**src/hw/rtl/ffa_pkg.sv**
```systemverilog
// ----------------------------------------------------------------------------
// ffa_pkg
// shared constants, codes and types of the first-fit block allocator
// ----------------------------------------------------------------------------
`timescale 1ns / 1ps
`default_nettype none
package ffa_pkg;

  localparam int HEAP_BYTES   = 4096;
  localparam int HEADER_BYTES = 24;
  localparam int MAX_BLOCKS   = 64;

  localparam int REQ_W  = 12;
  localparam int OFF_W  = 12;
  localparam int STAT_W = 2;

  // table entry field width, table index width, block count width
  localparam int AW   = $clog2(HEAP_BYTES);
  localparam int IW   = $clog2(MAX_BLOCKS);
  localparam int CNTW = $clog2(MAX_BLOCKS + 1);
  // arithmetic width, room for a sum of a field and a header
  localparam int CW   = ((AW > REQ_W) ? AW : REQ_W) + 2;

  localparam logic [CW-1:0]   HDR_C  = CW'(HEADER_BYTES);
  localparam logic [CNTW-1:0] MAXB_C = CNTW'(MAX_BLOCKS);

  localparam logic OP_ALLOC = 1'b0;
  localparam logic OP_FREE  = 1'b1;

  localparam logic [STAT_W-1:0] STAT_OK     = 2'd0;
  localparam logic [STAT_W-1:0] STAT_NOMEM  = 2'd1;
  localparam logic [STAT_W-1:0] STAT_BADOFF = 2'd2;

  typedef struct packed {
    logic [AW-1:0] start;
    logic [AW-1:0] size;
    logic          free;
  } entry_t;

  localparam int EW = 2 * AW + 1;

  typedef struct packed {
    logic              done;
    logic [STAT_W-1:0] status;
    logic [OFF_W-1:0]  grant;
  } res_t;

  typedef enum logic [3:0] {
    ST_INIT, ST_IDLE, ST_SCAN_RD, ST_SCAN_CHK, ST_NEXT_RD, ST_NEXT_CHK,
    ST_SH_RD, ST_SH_WR, ST_SPLIT_HI, ST_SPLIT_LO, ST_DROP_RD, ST_DROP_WR,
    ST_FINISH
  } state_e;

endpackage
`default_nettype wire

```
**src/hw/rtl/first_fit_block_allocator_top.sv**
```systemverilog
// ----------------------------------------------------------------------------
// first_fit_block_allocator_top
// first-fit heap allocator with split on allocate and merge on free
// ----------------------------------------------------------------------------
// each table entry walked takes a read state and a check state, and each entry
//   moved on a split or a merge takes a read state and a write state
// handshake: one word at a time, the next is taken the cycle after the result
//   leaves the sequencer
// reset: after reset the block first writes the single free heap block into
//   the table, then takes words
`timescale 1ns / 1ps
`default_nettype none
module first_fit_block_allocator_top import ffa_pkg::*; (
  input  wire logic              clk_i,
  input  wire logic              rst_ni,
  input  wire logic              in_valid_i,
  output logic                   in_ready_o,
  input  wire logic              operation_i,
  input  wire logic [REQ_W-1:0]  request_size_i,
  input  wire logic [OFF_W-1:0]  payload_offset_i,
  output logic                   out_valid_o,
  input  wire logic              out_ready_i,
  output logic [STAT_W-1:0]      status_o,
  output logic [OFF_W-1:0]       granted_offset_o
);

  res_t res;
  logic res_ready;
  logic out_valid_q, out_valid_d;
  logic [STAT_W-1:0] status_q;
  logic [OFF_W-1:0] grant_q;

  // the sequencer may hand over a result once the output register is free or is being read out
  assign res_ready = !out_valid_q || out_ready_i;

  ffa_ctrl u_ctrl (
    .clk_i            (clk_i),
    .rst_ni           (rst_ni),
    .in_valid_i       (in_valid_i),
    .in_ready_o       (in_ready_o),
    .operation_i      (operation_i),
    .request_size_i   (request_size_i),
    .payload_offset_i (payload_offset_i),
    .res_ready_i      (res_ready),
    .res_o            (res)
  );

  always_comb begin
    out_valid_d = out_valid_q;
    if (out_valid_q && out_ready_i) begin
      out_valid_d = 1'b0;
    end
    if (res.done && res_ready) begin
      out_valid_d = 1'b1;
    end
  end

  // output word register, valid bit reset only
  always_ff @(posedge clk_i or negedge rst_ni) begin
    if (!rst_ni) begin
      out_valid_q <= 1'b0;
    end else begin
      out_valid_q <= out_valid_d;
    end
  end

  always_ff @(posedge clk_i) begin
    if (res.done && res_ready) begin
      status_q <= res.status;
      grant_q  <= res.grant;
    end
  end

  assign out_valid_o      = out_valid_q;
  assign status_o         = status_q;
  assign granted_offset_o = grant_q;

endmodule
`default_nettype wire

```
**src/hw/rtl/ffa_ram.sv**
```systemverilog
// ----------------------------------------------------------------------------
// ffa_ram
// generic single write, single read ram with registered read data
// ----------------------------------------------------------------------------
`timescale 1ns / 1ps
`default_nettype none
module ffa_ram #(
  parameter int Width = 8,
  parameter int Depth = 16
) (
  input  wire logic                     clk_i,
  input  wire logic                     we_i,
  input  wire logic [$clog2(Depth)-1:0] waddr_i,
  input  wire logic [Width-1:0]         wdata_i,
  input  wire logic [$clog2(Depth)-1:0] raddr_i,
  output logic      [Width-1:0]         rdata_o
);

  logic [Width-1:0] mem [Depth];

  always_ff @(posedge clk_i) begin
    if (we_i) begin
      mem[waddr_i] <= wdata_i;
    end
    rdata_o <= mem[raddr_i];
  end

endmodule
`default_nettype wire

```
**src/hw/rtl/ffa_ctrl.sv**
```systemverilog
// ----------------------------------------------------------------------------
// ffa_ctrl
// sequencer that walks, splits, merges and compacts the block table
// ----------------------------------------------------------------------------
`timescale 1ns / 1ps
`default_nettype none
module ffa_ctrl import ffa_pkg::*; (
  input  wire logic             clk_i,
  input  wire logic             rst_ni,
  input  wire logic             in_valid_i,
  output logic                  in_ready_o,
  input  wire logic             operation_i,
  input  wire logic [REQ_W-1:0] request_size_i,
  input  wire logic [OFF_W-1:0] payload_offset_i,
  input  wire logic             res_ready_i,
  output res_t                  res_o
);

  state_e state_q, state_d;
  logic op_q, op_d;
  logic [REQ_W-1:0] req_q, req_d;
  logic [OFF_W-1:0] off_q, off_d;
  logic [CNTW-1:0] idx_q, idx_d, cnt_q, cnt_d, k_q, k_d;
  logic [1:0] n_q, n_d;
  logic nxt_ok_q, nxt_ok_d;
  entry_t cur_q, cur_d, prev_q, prev_d;
  logic [STAT_W-1:0] stat_q, stat_d;
  logic [OFF_W-1:0] grant_q, grant_d;

  logic we;
  logic [IW-1:0] waddr, raddr;
  entry_t wdata, e;
  logic [EW-1:0] rdata;

  ffa_ram #(.Width(EW), .Depth(MAX_BLOCKS)) u_ram (
    .clk_i   (clk_i),
    .we_i    (we),
    .waddr_i (waddr),
    .wdata_i (wdata),
    .raddr_i (raddr),
    .rdata_o (rdata)
  );

  assign e = entry_t'(rdata);

  logic [CW-1:0] e_size_x, e_start_x, req_x, off_x, cur_size_x, cur_start_x, prev_size_x;
  logic [CNTW:0] kn;
  assign e_size_x    = CW'(e.size);
  assign e_start_x   = CW'(e.start);
  assign req_x       = CW'(req_q);
  assign off_x       = CW'(off_q);
  assign cur_size_x  = CW'(cur_q.size);
  assign cur_start_x = CW'(cur_q.start);
  assign prev_size_x = CW'(prev_q.size);
  assign kn          = (CNTW+1)'(k_q) + (CNTW+1)'(n_q);

  always_ff @(posedge clk_i or negedge rst_ni) begin
    if (!rst_ni) begin
      state_q <= ST_INIT;
      cnt_q   <= '0;
    end else begin
      state_q <= state_d;
      cnt_q   <= cnt_d;
    end
  end

  always_ff @(posedge clk_i) begin
    op_q     <= op_d;
    req_q    <= req_d;
    off_q    <= off_d;
    idx_q    <= idx_d;
    k_q      <= k_d;
    n_q      <= n_d;
    nxt_ok_q <= nxt_ok_d;
    cur_q    <= cur_d;
    prev_q   <= prev_d;
    stat_q   <= stat_d;
    grant_q  <= grant_d;
  end

  always_comb begin
    logic pf, nf;
    state_d  = state_q;
    cnt_d    = cnt_q;
    op_d     = op_q;
    req_d    = req_q;
    off_d    = off_q;
    idx_d    = idx_q;
    k_d      = k_q;
    n_d      = n_q;
    nxt_ok_d = nxt_ok_q;
    cur_d    = cur_q;
    prev_d   = prev_q;
    stat_d   = stat_q;
    grant_d  = grant_q;
    we       = 1'b0;
    waddr    = idx_q[IW-1:0];
    wdata    = cur_q;
    raddr    = idx_q[IW-1:0];
    pf       = 1'b0;
    nf       = 1'b0;
    in_ready_o = 1'b0;
    res_o.done   = 1'b0;
    res_o.status = stat_q;
    res_o.grant  = grant_q;

    case (state_q)
      ST_INIT: begin
        // one free block spanning the heap
        we          = 1'b1;
        waddr       = '0;
        wdata.start = '0;
        wdata.size  = AW'(HEAP_BYTES - HEADER_BYTES);
        wdata.free  = 1'b1;
        cnt_d       = CNTW'(1);
        state_d     = ST_IDLE;
      end
      ST_IDLE: begin
        in_ready_o = 1'b1;
        if (in_valid_i) begin
          op_d    = operation_i;
          req_d   = request_size_i;
          off_d   = payload_offset_i;
          idx_d   = '0;
          grant_d = '0;
          state_d = ST_SCAN_RD;
        end
      end
      ST_SCAN_RD: begin
        if (idx_q == cnt_q) begin
          stat_d  = (op_q == OP_ALLOC) ? STAT_NOMEM : STAT_BADOFF;
          state_d = ST_FINISH;
        end else begin
          state_d = ST_SCAN_CHK;
        end
      end
      ST_SCAN_CHK: begin
        state_d = ST_SCAN_RD;
        if (op_q == OP_ALLOC) begin
          if (e.free && e_size_x >= req_x) begin
            cur_d   = e;
            state_d = ST_FINISH;
            if (e_size_x == req_x) begin
              we         = 1'b1;
              wdata      = e;
              wdata.free = 1'b0;
              stat_d     = STAT_OK;
              grant_d    = OFF_W'(e_start_x + HDR_C);
            end else if (e_size_x > req_x + HDR_C) begin
              if (cnt_q == MAXB_C) begin
                stat_d = STAT_NOMEM;
              end else begin
                k_d     = cnt_q;
                state_d = ST_SH_RD;
              end
            end else begin
              stat_d = STAT_NOMEM;
            end
          end else begin
            prev_d = e;
            idx_d  = idx_q + 1'b1;
          end
        end else begin
          if (e_start_x + HDR_C == off_x) begin
            cur_d    = e;
            nxt_ok_d = ((CNTW+1)'(idx_q) + 1'b1) < (CNTW+1)'(cnt_q);
            state_d  = ST_NEXT_RD;
          end else begin
            prev_d = e;
            idx_d  = idx_q + 1'b1;
          end
        end
      end
      ST_NEXT_RD: begin
        raddr   = IW'(idx_q + 1'b1);
        state_d = ST_NEXT_CHK;
      end
      ST_NEXT_CHK: begin
        // only the neighbours can be free, the table never holds two free in a row
        pf     = (idx_q != '0) && prev_q.free;
        nf     = nxt_ok_q && e.free;
        stat_d = STAT_OK;
        we     = 1'b1;
        if (pf) begin
          waddr       = IW'(idx_q - 1'b1);
          wdata       = prev_q;
          wdata.size  = nf ? AW'(prev_size_x + HDR_C + cur_size_x + HDR_C + e_size_x)
                           : AW'(prev_size_x + HDR_C + cur_size_x);
          k_d         = idx_q;
          n_d         = nf ? 2'd2 : 2'd1;
          state_d     = ST_DROP_RD;
        end else if (nf) begin
          wdata.size  = AW'(cur_size_x + HDR_C + e_size_x);
          wdata.free  = 1'b1;
          k_d         = idx_q + 1'b1;
          n_d         = 2'd1;
          state_d     = ST_DROP_RD;
        end else begin
          wdata.free  = 1'b1;
          state_d     = ST_FINISH;
        end
      end
      ST_DROP_RD: begin
        if (kn < (CNTW+1)'(cnt_q)) begin
          raddr   = kn[IW-1:0];
          state_d = ST_DROP_WR;
        end else begin
          cnt_d   = cnt_q - CNTW'(n_q);
          state_d = ST_FINISH;
        end
      end
      ST_DROP_WR: begin
        we      = 1'b1;
        waddr   = k_q[IW-1:0];
        wdata   = e;
        k_d     = k_q + 1'b1;
        state_d = ST_DROP_RD;
      end
      ST_SH_RD: begin
        if (k_q == idx_q + 1'b1) begin
          state_d = ST_SPLIT_HI;
        end else begin
          raddr   = IW'(k_q - 1'b1);
          state_d = ST_SH_WR;
        end
      end
      ST_SH_WR: begin
        we      = 1'b1;
        waddr   = k_q[IW-1:0];
        wdata   = e;
        k_d     = k_q - 1'b1;
        state_d = ST_SH_RD;
      end
      ST_SPLIT_HI: begin
        we          = 1'b1;
        waddr       = IW'(idx_q + 1'b1);
        wdata.start = AW'(cur_start_x + HDR_C + req_x);
        wdata.size  = AW'(cur_size_x - req_x - HDR_C);
        wdata.free  = 1'b1;
        state_d     = ST_SPLIT_LO;
      end
      ST_SPLIT_LO: begin
        we         = 1'b1;
        wdata.size = AW'(req_x);
        wdata.free = 1'b0;
        cnt_d      = cnt_q + 1'b1;
        stat_d     = STAT_OK;
        grant_d    = OFF_W'(cur_start_x + HDR_C);
        state_d    = ST_FINISH;
      end
      ST_FINISH: begin
        res_o.done = 1'b1;
        if (res_ready_i) begin
          state_d = ST_IDLE;
        end
      end
      default: begin
        state_d = ST_INIT;
      end
    endcase
  end

endmodule
`default_nettype wire

```
**config.mk**
```make
export PLATFORM = sky130hd
export DESIGN_NAME = first_fit_block_allocator_top
export DESIGN_NICKNAME = d
export VERILOG_FILES = /design/src/hw/rtl/ffa_pkg.sv /design/src/hw/rtl/first_fit_block_allocator_top.sv /design/src/hw/rtl/ffa_ram.sv /design/src/hw/rtl/ffa_ctrl.sv
export SDC_FILE = /design/constraint.sdc
export NUM_CORES = 2
export LEC_CHECK = 0
export ABC_AREA = 1
export BUFFER_PORTS_ARGS = -buffer_cell sky130_fd_sc_hd__buf_4
export CAP_MARGIN = 20
export CORE_MARGIN = 2
export CORE_UTILIZATION = 45
export CTS_CLUSTER_SIZE = 16
export DETAILED_ROUTE_END_ITERATION = 8
export HOLD_SLACK_MARGIN = 0.08
export RECOVER_POWER = 100
export REMOVE_ABC_BUFFERS = 1
export SLEW_MARGIN = 20
export SYNTH_ARGS = -nofsm -noshare
export SYNTH_HDL_FRONTEND = slang
export SYNTH_SLANG_ARGS = --single-unit
```
**constraint.sdc**
```tcl
create_clock -name clk_i -period 12.1 [get_ports clk_i]
set_input_delay 2.42 -clock clk_i [delete_from_list [all_inputs] [get_ports clk_i]]
set_output_delay 2.42 -clock clk_i [all_outputs]
set_load 0.03 [all_outputs]
```
==> flow_results.org <==
** Run status
- Result of the run :: finished, violations left
- Violated checks :: max-capacitance violations, max-slew violations

** Finish
- The layout has 15860 filler cells.
- Excluding fillers, the count of instances in the completed layout stands at 10080.
- Registers take 52450 µm².
- At the end of the flow the core is filled with cells to 0.4988.
- Of the cells placed in the final design, the portion with a size suffix greater than 1 is 0.05549.
- Net count, final :: 7759
- In the final layout, the multi-input gates occupy 24420 µm².
- From synthesis to final layout, the design area changed by 10.07%.

** Timing
- Setup skew after layout :: 0.04635 ns
- Period utilization :: 0.7504
- Timing would allow up to 110.1 MHz.
- Slew Limit Headroom :: -1.626
- For the pin with the worst max-slew slack, the measured transition is 3.939 ns.
- The hold violation count in the final report came to 0.
- The max-slew violation total from the final report is 3224.
- Worst-case setup margin in the final layout :: 3.021 ns
- Setup violations, final :: 0
- Setup repair after global routing left no endpoint under its margin.
- The routed design could run at a clock period as short as 9.079 ns.

** Worst setup path
- Data arrives at the worst endpoint at 9.37 ns.
- Slowest stage delay, CP :: 2.83 ns
- Critical Path Slowest Stage Cell :: sky130_fd_sc_hd__o21ai_0
- In this run the critical register-to-register path is launched from u_ctrl.state_q[2].
- Register-to-Register Setup Slack :: 3.02 ns
- STA puts the critical path data required time at 12.39 ns.
- The worst setup path is of the reg -> reg kind.
- Crit-path max FO :: 44
- Dominant delay contributor by cell family on the critical path :: buffers and inverters
- The worst setup path is captured at a register.
- STA classifies the critical path startpoint as a register.
- The signal on the critical path passes through inv_1 > nor2_1 > inv_1 > nor2_1 > nor2_2 > clkbuf_1 > inv_1 > clkbuf_1 > nor2_1 > inv_1 > nor2_1 > nand2_1 > clkbuf_1 > o21ai_0 > clkbuf_1.
- Worst Reg-to-Reg Cells :: 15
- Bufs and invs on worst path :: 8
- Reg2Reg Capture Point :: u_ctrl.u_ram.mem[39][24]

** Hold path
- The tightest min-delay check is of the reg -> reg type.
- Counting instances, the worst hold path has a depth of 0.
- The worst hold path begins at u_ctrl.grant_q[2].
- Endpoint of the worst hold-timing path :: granted_offset_o[2]

** Drt
- The detailed router finished its first iteration with 7412 violations.
- Vias after detailed routing :: 58110
- Router iterations before antenna repair :: 7
- Antenna Violating Nets Remaining :: 0
- Count of unresolved DRC violations after routing :: 0
- Via count normalized by instance count :: 5.768
- Average wire per cell in the routed design :: 25.16 µm
- The final layout contains routed wiring with a total length of 253500 µm.

** Global route
- Largest net degree at the start of global routing :: 205
- The number of global-route vias before repair came to 54690.
- Antenna violations before repair :: 9
- The first global-routing pass estimated 371500 µm of wire.
- GRT overflow :: 0
- In the global route stage, overall resource usage came out at 0.2769.

** Clock network
- Buffers inserted during clock tree synthesis total 182.
- The cell sitting at the root of the clock tree is a sky130_fd_sc_hd__clkbuf_16.
- At the later pin of the worst-skew pair, clock insertion delay measures 0.86 ns.
- Clock transition at path regs :: 0.06 ns
- After clock tree synthesis, the setup repair step added 0 buffers.
- H-tree depth :: 4
- In this run the deepest clock path goes through 3 buffers.
- Once the clock tree was built, the resizer swapped 0 gates to a different size.
- TritonCTS built the clock tree.
- In this run, post-CTS hold repair placed 0 buffers.
- Sinks on Clock Net :: 1757

** Synth
- Part of the Yosys area used for sequential elements :: 0.6573
- Share of async-settable or async-resettable flops after synthesis :: 0.006830
- In the synthesized netlist, the number of instances is 7649.
- Count of synthesis-stage warnings from yosys :: 0
- The synthesized netlist occupies a cell area of 79800 µm².
- The synthesized netlist contains 57 unique library cells.
- In the synthesized netlist the dominant register cell turns out to be sky130_fd_sc_hd__edfxtp_1.
- Mapped Avg Cell Area :: 10.43 µm²
- Post-synth EDFFs :: 1720
- Number of storage elements in the synthesis netlist :: 1757

** Placed design
- Post-Place Setup Slack :: 5.660 ns
- Number of port buffers :: 44
- GPL Wtd Cong :: 0.9451
- Placed Instances :: 9733
- Detailed placement HPWL :: 141100 µm

** Die
- Pin placement for this block handled 45 I/O pins.
- Die X :: 425.1 µm
- From bottom edge to top edge, the die measures 425.1 µm.
- Initial Util :: 0.4531
- The core region is 176100 µm².
- Die Footprint :: 180700 µm²
- After floorplanning, the core was divided into 154 placement rows.

** Run
- Number of violations of the max-capacitance limit :: 103
-- cell families (layout without fill, tap and decap cells) --
| kind of cell | count (synthesis) | count (layout) | synth area share |
|---|---|---|---|
| xor gates and xnor gates | 64 | 64 | 0.007024 |
| AOI/OAI and AO/OA | 330 | 330 | 0.02543 |
| adders and majority gates | 153 | 153 | 0.02465 |
| buffers and inverters | 727 | 809 | 0.04042 |
| DFF | 1757 | 1757 | 0.6573 |
| other | 0 | 4 | 0 |
| and+or+nand+nor | 4618 | 4618 | 0.2452 |
-- synth_stat cells (3+ instances only) --
library cell	n	area share
sky130_fd_sc_hd__nor3_1	33	0.0021
sky130_fd_sc_hd__xnor2_1	14	0.0015
sky130_fd_sc_hd__or2_2	10	0.00078
sky130_fd_sc_hd__a2111oi_0	3	0.00033
sky130_fd_sc_hd__nor2_2	11	0.00086
sky130_fd_sc_hd__inv_1	256	0.012
sky130_fd_sc_hd__o221ai_1	8	0.00088
sky130_fd_sc_hd__a22o_1	3	0.00033
sky130_fd_sc_hd__clkinv_1	3	0.00014
sky130_fd_sc_hd__o21ai_1	5	0.00031
sky130_fd_sc_hd__a31oi_1	11	0.00086
sky130_fd_sc_hd__buf_2	205	0.013
sky130_fd_sc_hd__edfxtp_1	1720	0.65
sky130_fd_sc_hd__a21oi_1	96	0.0060
sky130_fd_sc_hd__o211ai_1	17	0.0016
sky130_fd_sc_hd__o21ai_0	93	0.0058
sky130_fd_sc_hd__ha_1	146	0.023
sky130_fd_sc_hd__o22ai_1	27	0.0021
sky130_fd_sc_hd__o31ai_1	8	0.00075
sky130_fd_sc_hd__nand3b_1	3	0.00028
sky130_fd_sc_hd__a221oi_1	8	0.00088
sky130_fd_sc_hd__buf_4	36	0.0034
sky130_fd_sc_hd__a211oi_1	6	0.00056
sky130_fd_sc_hd__buf_1	30	0.0014
sky130_fd_sc_hd__fa_1	7	0.0018
sky130_fd_sc_hd__a22oi_1	10	0.00094
sky130_fd_sc_hd__nor2_1	192	0.0090
sky130_fd_sc_hd__clkbuf_1	177	0.0083
sky130_fd_sc_hd__nand2_1	2720	0.13
sky130_fd_sc_hd__buf_6	14	0.0020
sky130_fd_sc_hd__nor4_1	3	0.00024
sky130_fd_sc_hd__dfrtp_1	12	0.0038
sky130_fd_sc_hd__nand4_1	21	0.0016
sky130_fd_sc_hd__o2111ai_1	18	0.0020
sky130_fd_sc_hd__nand2_2	4	0.00031
sky130_fd_sc_hd__xor2_1	50	0.0055
sky130_fd_sc_hd__dfxtp_1	25	0.0063
sky130_fd_sc_hd__inv_2	6	0.00028
sky130_fd_sc_hd__nand3_1	1616	0.10
-- registers in the layout, indices dropped and copies added, names as in the netlist --
signal / cells
granted_offset_o: 12
u_ctrl.cnt_q: 7
u_ctrl.prev_q: 25
u_ctrl.req_q: 12
status_o: 2
out_valid_o: 1
u_ctrl.op_q: 1
u_ctrl.stat_q: 2
u_ctrl.u_ram.mem: 1600
u_ctrl.idx_q: 7
u_ctrl.off_q: 12
u_ctrl.n_q: 2
u_ctrl.state_q: 4
u_ctrl.nxt_ok_q: 1
u_ctrl.grant_q: 12
u_ctrl.k_q: 7
u_ctrl.cur_q: 25
u_ctrl.u_ram.rdata_o: 25
-- worst reg2reg max path: cells and delay by family, from the launching register on --
family | cells | cell delay, ns
buffers and inverters | 8 | 4.20
DFF | 1 | 0.41
AOI/OAI and AO/OA | 1 | 2.84
and+or+nand+nor | 6 | 1.07
-- cell usage in the layout, fill, tap and decap left out, drive strengths merged, types with 3 or more instances in the layout --
master / count
inv: 269
bufinv: 9
clkinvlp: 3
a22o: 3
nor4: 3
dfxtp: 25
dfrtp: 12
nand2: 2724
nor2: 205
a31oi: 11
nor3: 33
a2111oi: 3
clkinv: 81
a22oi: 10
xnor2: 14
o21bai: 3
a221oi: 8
nand3b: 3
o221ai: 8
fa: 7
o2111ai: 18
xor2: 50
nand3: 1617
o22ai: 28
nand4: 21
or2: 10
diode: 4
clkbuf: 397
o31ai: 8
o211ai: 17
a21oi: 97
edfxtp: 1720
o21ai: 98
a211oi: 6
buf: 50
ha: 146
-- stage by stage --
step	area [µm²]	hold WS, ns	TNS, ns
after CTS	88570	0.4130	0
after global placement	82670	0.4047	0
after detailed placement	82780	0.4045	0
after global routing	87830	0.4318	0
final	87840	0.4104	0
after floorplan	77570	0.4003	-755.12
-- routing by layer --
metal | global-route usage | share of wire | vias up
met5 | 0 | 0.000079 | -
met2 | 0.4310 | 0.46 | 2770
li1 | - | - | 26470
met4 | 0.1151 | 0.044 | 2
met1 | 0.3863 | 0.41 | 28450
met3 | 0.04559 | 0.089 | 424
-- area by class of cell --
type | count | area share
flip-flops and latches | 1757 | 0.5971
well taps | 2340 | 0.03333
multi-input cells | 5165 | 0.2780
inverters | 265 | 0.01147
clock buffers | 241 | 0.05634
clock inverters | 97 | 0.009558
repair buffers | 206 | 0.01402
diodes | 4 | 0.0001140
-- worst max path at each step --
stage | slack, ns | startpoint | endpoint | cells past startpoint
2_1_floorplan | -30.20 | u_ctrl.k_q[0] | u_ctrl.u_ram.rdata_o[0] | 24
3_3_place_gp | 5.66 | u_ctrl.k_q[1] | u_ctrl.u_ram.rdata_o[19] | 29
3_5_place_dp | 5.66 | u_ctrl.k_q[0] | u_ctrl.u_ram.rdata_o[19] | 27
5_1_grt | 2.64 | u_ctrl.state_q[2] | u_ctrl.u_ram.mem[62][24] | 15
6_report | 3.02 | u_ctrl.state_q[2] | u_ctrl.u_ram.mem[39][24] | 15
4_1_cts | 5.60 | u_ctrl.k_q[1] | u_ctrl.u_ram.rdata_o[19] | 29
Power is not shown: default switching activity piles up to over one toggle a cycle in this logic, so the estimate is an artifact.
